## config.mk

```make
export PLATFORM = sky130hd
export DESIGN_NAME = tkst_ctrl
export DESIGN_NICKNAME = d
export VERILOG_FILES = /design/src/sv/tkst_pkg.sv /design/src/sv/tkst_ctrl.sv
export VERILOG_INCLUDE_DIRS = /design/src /design/src/sv
export SDC_FILE = /design/constraint.sdc
export NUM_CORES = 1
export LEC_CHECK = 0
export ABC_AREA = 1
export BUFFER_PORTS_ARGS = -buffer_cell sky130_fd_sc_hd__clkbuf_2
export CAP_MARGIN = 20
export CORE_MARGIN = 8
export CORE_UTILIZATION = 54
export CTS_CLUSTER_SIZE = 40
export DETAILED_ROUTE_END_ITERATION = 7
export GPL_ROUTABILITY_DRIVEN = 0
export PLACE_DENSITY = 0.95
export SYNTH_ARGS = -nofsm -noshare
export SYNTH_HDL_FRONTEND = slang
export SYNTH_SLANG_ARGS = --single-unit
```

## constraint.sdc

```tcl
create_clock -name clock -period 12.9 [get_ports clock]
set_clock_uncertainty 0.05 [all_clocks]
set_input_delay 1.29 -clock clock [delete_from_list [all_inputs] [get_ports clock]]
set_output_delay 1.29 -clock clock [all_outputs]
set_load 0.01 [all_outputs]
```

## src/sv/top_k_sorted_score_table_macros.svh

```systemverilog
// Assertion macros shared by the top-k sorted score table RTL.
// Every macro samples on clock and is switched off during reset.
`ifndef TOP_K_SORTED_SCORE_TABLE_MACROS_SVH
`define TOP_K_SORTED_SCORE_TABLE_MACROS_SVH

// Checks a property on every clock edge outside reset.
`define TKST_ASSERT(lbl, prop, msg) \
   lbl: assert property (@(posedge clock) disable iff (reset) (prop)) else $error(msg);

// Checks that a condition implies a consequence on the next edge.
`define TKST_ASSERT_NEXT(lbl, ante, cons, msg) \
   lbl: assert property (@(posedge clock) disable iff (reset) (ante) |=> (cons)) \
      else $error(msg);

`endif

```

## src/sv/tkst_pkg.sv

```systemverilog
// Shared types and constants of the top-k sorted score table.
// Used by the controller and the top level; depends on nothing.
package tkst_pkg;

   localparam int SCORE_W = 32;
   localparam int TAG_W   = 32;
   localparam int INDEX_W = 7;
   localparam int RANK_W  = 7;
   localparam int TOTAL_W = 8;
   localparam int ENTRY_W = SCORE_W + TAG_W;

   localparam logic FUNC_INSERT = 1'b0;
   localparam logic FUNC_READ   = 1'b1;

   typedef struct packed {
      logic signed [SCORE_W-1:0] score;
      logic [TAG_W-1:0]          tag;
   } tkst_entry_type;

   typedef struct packed {
      logic                      accepted;
      logic [RANK_W-1:0]         rank;
      logic                      read_valid;
      logic signed [SCORE_W-1:0] read_score;
      logic [TAG_W-1:0]          read_tag;
      logic [TOTAL_W-1:0]        entry_total;
   } tkst_rsp_type;

endpackage

```

## src/sv/tkst_ctrl.sv

```systemverilog
// Sequencer of the score table: one shared score comparator walks the table
// from the bottom, moving entries down until the new entry finds its rank.
// Depends on tkst_pkg and the assertion macro header.
`include "top_k_sorted_score_table_macros.svh"

module tkst_ctrl #(
   parameter int DEPTH = 128
) (
   input  logic                                clock,
   input  logic                                reset,
   input  logic                                req_valid,
   input  logic                                req_func,
   input  logic signed [tkst_pkg::SCORE_W-1:0] req_score,
   input  logic [tkst_pkg::TAG_W-1:0]          req_name_tag,
   input  logic [tkst_pkg::INDEX_W-1:0]        req_index,
   output logic                                busy,
   output logic                                res_valid,
   input  logic                                res_ready,
   output tkst_pkg::tkst_rsp_type              res,
   output logic                                wr_en,
   output logic [$clog2(DEPTH)-1:0]            wr_addr,
   output tkst_pkg::tkst_entry_type            wr_data,
   output logic [$clog2(DEPTH)-1:0]            rd_addr,
   input  tkst_pkg::tkst_entry_type            rd_data
);
   import tkst_pkg::*;

   localparam int AW = $clog2(DEPTH);
   localparam int CW = $clog2(DEPTH + 1);

   typedef enum logic [5:0] {
      S_IDLE  = 6'b000001,
      S_READ  = 6'b000010,
      S_CHECK = 6'b000100,
      S_SHIFT = 6'b001000,
      S_PLACE = 6'b010000,
      S_RESP  = 6'b100000
   } tkst_state_type;

   tkst_state_type            state_ff, state_in;
   logic [AW-1:0]             j_ff, j_in;
   logic [CW-1:0]             count_ff, count_in;
   logic signed [SCORE_W-1:0] key_ff, key_in;
   logic [TAG_W-1:0]          tag_ff, tag_in;
   tkst_rsp_type              res_ff, res_in;
   logic                      full;
   logic                      index_hit;
   logic                      stored_ge;
   logic                      do_place;
   tkst_entry_type            new_entry;

   assign full      = (count_ff == CW'(DEPTH));
   assign index_hit = ({{CW{1'b0}}, req_index} < {7'b0, count_ff});
   assign stored_ge = (rd_data.score >= key_ff);
   assign new_entry = '{score: key_ff, tag: tag_ff};

   always_comb begin
      state_in = state_ff;
      j_in     = j_ff;
      count_in = count_ff;
      key_in   = key_ff;
      tag_in   = tag_ff;
      res_in   = res_ff;
      wr_en    = 1'b0;
      wr_addr  = j_ff;
      wr_data  = new_entry;
      rd_addr  = '0;
      do_place = 1'b0;
      case (state_ff)
         S_IDLE: begin
            if (req_valid) begin
               key_in             = req_score;
               tag_in             = req_name_tag;
               res_in             = '0;
               res_in.entry_total = TOTAL_W'(count_ff);
               if (req_func == FUNC_READ) begin
                  rd_addr = AW'(req_index);
                  if (index_hit) begin
                     res_in.read_valid = 1'b1;
                     state_in          = S_READ;
                  end else begin
                     state_in = S_RESP;
                  end
               end else if (full) begin
                  rd_addr  = AW'(DEPTH - 1);
                  j_in     = AW'(DEPTH - 1);
                  state_in = S_CHECK;
               end else if (count_ff == '0) begin
                  j_in     = '0;
                  state_in = S_PLACE;
               end else begin
                  j_in     = AW'(count_ff);
                  rd_addr  = AW'(count_ff - CW'(1));
                  state_in = S_SHIFT;
               end
            end
         end
         S_READ: begin
            res_in.read_score = rd_data.score;
            res_in.read_tag   = rd_data.tag;
            state_in          = S_RESP;
         end
         S_CHECK: begin
            if (stored_ge) begin
               state_in = S_RESP;
            end else begin
               rd_addr  = AW'(DEPTH - 2);
               state_in = S_SHIFT;
            end
         end
         S_SHIFT: begin
            if (!stored_ge) begin
               wr_en   = 1'b1;
               wr_data = rd_data;
               j_in    = j_ff - AW'(1);
               rd_addr = j_ff - AW'(2);
               if (j_ff == AW'(1)) begin
                  state_in = S_PLACE;
               end
            end else begin
               do_place = 1'b1;
            end
         end
         S_PLACE: begin
            do_place = 1'b1;
         end
         S_RESP: begin
            if (res_ready) begin
               state_in = S_IDLE;
            end
         end
         default: begin
            state_in = S_IDLE;
         end
      endcase
      if (do_place) begin
         wr_en              = 1'b1;
         wr_data            = new_entry;
         count_in           = full ? count_ff : count_ff + CW'(1);
         res_in.accepted    = 1'b1;
         res_in.rank        = RANK_W'(j_ff);
         res_in.entry_total = TOTAL_W'(count_in);
         state_in           = S_RESP;
      end
   end

   always_ff @(posedge clock) begin
      if (reset) begin
         state_ff <= S_IDLE;
         count_ff <= '0;
      end else begin
         state_ff <= state_in;
         count_ff <= count_in;
      end
      j_ff   <= j_in;
      key_ff <= key_in;
      tag_ff <= tag_in;
      res_ff <= res_in;
   end

   assign busy      = (state_ff != S_IDLE);
   assign res_valid = (state_ff == S_RESP);
   assign res       = res_ff;

   `TKST_ASSERT(a_count_bound, count_ff <= CW'(DEPTH), "Entry count exceeds the table depth.")
   `TKST_ASSERT(a_write_in_range, !wr_en || (CW'(wr_addr) <= count_ff), "Write lands past the filled part of the table.")
   `TKST_ASSERT_NEXT(a_count_held, (state_ff != S_SHIFT) && (state_ff != S_PLACE), $stable(count_ff), "Entry count changed outside a placement.")

endmodule

```

==> results.sh <==
export IMPL_yosys_area_share_simple_pct=15.2
export IMPL_fp_coreArea_sq_um=15200
export IMPL_required_ns=11.56
export IMPL_end_kind="primary output"
export IMPL_syn_area_sq_um=8370
export IMPL_start_kind="input pin"
export IMPL_slowest_stage="buf_4"
export IMPL_fin_crit_sh_pct=42.6
export IMPL_final_nets=1321
export IMPL_synth_nets=1029
export IMPL_grt_max_degree=117
export IMPL_status="complete, no violations"
export IMPL_rsz0062_at_grt="false"
export IMPL_synthXorXnorAreaFrac_pct=1.46
export IMPL_critPathArrivalTime_ns=4.16
export IMPL_wire_per_inst_microns=18.5
export IMPL_drc_errors=0
export IMPL_start_util_pct=55.1
export IMPL_synthCells=844
export IMPL_die_x_microns=141
export IMPL_timing_fmax_mhz=182
export IMPL_cp_cell_sequence="clkbuf_2, ha_1, nand2_2, nor2_2, nand2_2, nor4_4, nand2_2, nand2_1, nand2_2, nand4_4, buf_4, nand2_1, o21ai_1, clkbuf_2"
export IMPL_antenna_found_initial=0
export IMPL_vias_per_cell=5.41
export IMPL_layout_common_cells="clkbuf_2, edfxtp_1, inv_1, nand2_1, nor2_1"
export IMPL_grt_use_met1_pct=26.5
export IMPL_clock_path_buffers=2
export IMPL_power_switching_uw=842
export IMPL_hpwlAfterDp_mm=18.5
export IMPL_maxSlewHeadroom_pct=31.9
export IMPL_crit_top_cell="nand2_2"
export IMPL_fp_dieH_microns=141
export IMPL_yosysWarnings=0
export IMPL_max_cap_viol_count=0
export IMPL_cts_root_buffer="clkbuf_16"
export IMPL_seq_area_frac_synth_pct=57.8
export IMPL_grt_first_pass_wirelength_mm=37.5
export IMPL_setup_tns_ns=0
export IMPL_synth_edf_count=151
export IMPL_powerDensity_nw_per_um2=212
export IMPL_cts_htree_levels=4
export IMPL_place_inst=1305
export IMPL_path_class="input pin to primary output"
export IMPL_drt_pass1_iter_count=5
export IMPL_synth_compound_area_share_pct=10.2
export IMPL_drt_iter0_markers=670
export IMPL_synthArstFlopShare_pct=0
export IMPL_antenna_cells=0
export IMPL_drive_gt1_share_pct=31.3
export IMPL_final_hold_viol_count=0
export IMPL_cts_resized_gates=0
export IMPL_grtUsageMet2_pct=44.0
export IMPL_cts_setup_buffers=0
export IMPL_fin_crit_ns=5.50
export IMPL_synthAdderAreaFrac_pct=6.73
export IMPL_synth_distinct_cells=42
export IMPL_wirelength_mm=24.7
export IMPL_grt_pass1_vias=7094
export IMPL_clkSinkCount=166
export IMPL_p_leak_uw=0.00526
export IMPL_fin_cells=1337
export IMPL_io_buffers=301
export IMPL_grt_total_usage_pct=24.4
export IMPL_path_max_fanout=116
export IMPL_tightest_slew_ns=1.02
export IMPL_antenna_left=0
export IMPL_grt_overflow_total=0
export IMPL_avgSynthCellArea_sq_um=9.92
export IMPL_finalSetupViolCount=0
export IMPL_layout_commonest_cell="clkbuf_2"
export IMPL_dieArea_sq_um=19700
export IMPL_synth_top_family_by_area="simple AND/OR/NAND/NOR gates"
export IMPL_use_met3_pct=6.35
export IMPL_synthFlopType="edfxtp_1"
export IMPL_finalPower_uw=2240
export IMPL_vias=7238
export IMPL_p_int_uw=1400
export IMPL_cts_tree="yes"
export IMPL_io_pins=302
export IMPL_clk_pin_slew_worst_paths_ns=0.07
export IMPL_min_path_type="flop to flop"
export IMPL_peakVddDrop_uv=113
export IMPL_p_comb_share_pct=36.4
export IMPL_ys_ff_latch=166
export IMPL_synthMuxAreaShare_pct=0
export IMPL_busiest_layer="met2"
export IMPL_clk_latency_ns=0.43
export IMPL_cts_hold_buf=0
export IMPL_slew_violations=0
export IMPL_p_seq_share_pct=41.2
export IMPL_areaGrowthSynthToFinish_pct=26.0
export IMPL_clockPowerShare_pct=22.4
export IMPL_cts_buffers=17
export IMPL_swShare_pct=37.6
export IMPL_row_count=45
export IMPL_slowest_delay_ns=0.80
layer usage:
layer | vias up | wire length (microns)
li1 | 3408 | -
met1 | 3344 | 8730
met2 | 424 | 12900
met3 | 62 | 2250
met4 | 0 | 866
met5 | - | 0
state kept, by name, indices dropped and copies added (netlist names):
signal / flops
count_ff: 8
key_ff: 32
res: 81
state_ff: 6
tag_ff: 32
wr_addr: 7
synth_stat cells, drive strengths merged, types with 5 or more instances:
| library cell | number | area [sq um] |
|---|---|---|
| buf | 17 | 129 |
| ha | 45 | 563 |
| nand3 | 31 | 173 |
| nor3 | 5 | 25.0 |
| dfxtp | 15 | 300 |
| nand2 | 143 | 562 |
| o211ai | 10 | 100 |
| a21oi | 39 | 206 |
| o21ai | 90 | 450 |
| nand4 | 10 | 77.6 |
| inv | 142 | 533 |
| edfxtp | 151 | 4530 |
| clkbuf | 14 | 52.6 |
| nor2 | 98 | 375 |
| xor2 | 13 | 114 |
kinds of logic after synthesis:
kind of cell	Yosys count
and+or+nand+nor	292
buffers and inverters	175
DFF	166
AOI/OAI and AO/OA	152
adders and majority gates	45
xor gates and xnor gates	14
worst paths after layout:
| kind | startpoint | end | slack [ns] | depth (start not counted) |
|---|---|---|---|---|
| setup / recovery | rd_data[63] | wr_data[35] | 7.40 | 14 |
| hold / removal | res[80] | res[80] | 0.47 | 2 |
| setup reg to reg | state_ff[4] | res[62] | 9.43 | 8 |
| hold reg to reg | res[80] | res[80] | 0.47 | 2 |
power groups by stage:
| stage | Combinational [uW] | Clock, uW | Sequential [uW] |
|---|---|---|---|
| 3_5_place_dp | 812 | 0 | 931 |
| 3_3_place_gp | 791 | 0 | 920 |
| 5_1_grt | 891 | 529 | 942 |
| 4_1_cts | 822 | 507 | 922 |
| 2_1_floorplan | 415 | 0 | 976 |
| 6_report | 816 | 501 | 923 |
layout make-up:
class                      instances  area, sq um
multi-input combinational        503         2830
clock inverter                    14          150
fill                            1075         4660
tap                              188          235
inverter                         144          541
sequential                       166         4830
timing repair buffer             304         1530
clock buffer                      18          429
worst max-delay path, delay by kind of cell:
kind / cells / cell delay (ns)
adder cells (fa/ha/maj): 1 / 0.38
AO/OA/AOI/OAI: 1 / 0.15
buffers and inverters: 3 / 1.07
AND/OR/NAND/NOR: 9 / 1.18
stage by stage:
| stage | cell area (sq um) | worst slack [ns] | utilization (%) | hold WS (ns) |
|---|---|---|---|---|
| 6_report | 10500 | 7.40 | 69.4 | 0.470 |
| 5_1_grt | 10500 | 7.08 | 69.4 | 0.513 |
| 4_1_cts | 10500 | 7.39 | 69.4 | 0.475 |
| 3_5_place_dp | 9970 | 7.43 | 65.6 | 0.456 |
| 3_3_place_gp | 9970 | 7.53 | 65.6 | 0.417 |
| 2_1_floorplan | 8370 | 7.42 | - | 0.450 |
No activity file was read; power rests on OpenSTA's default activity.
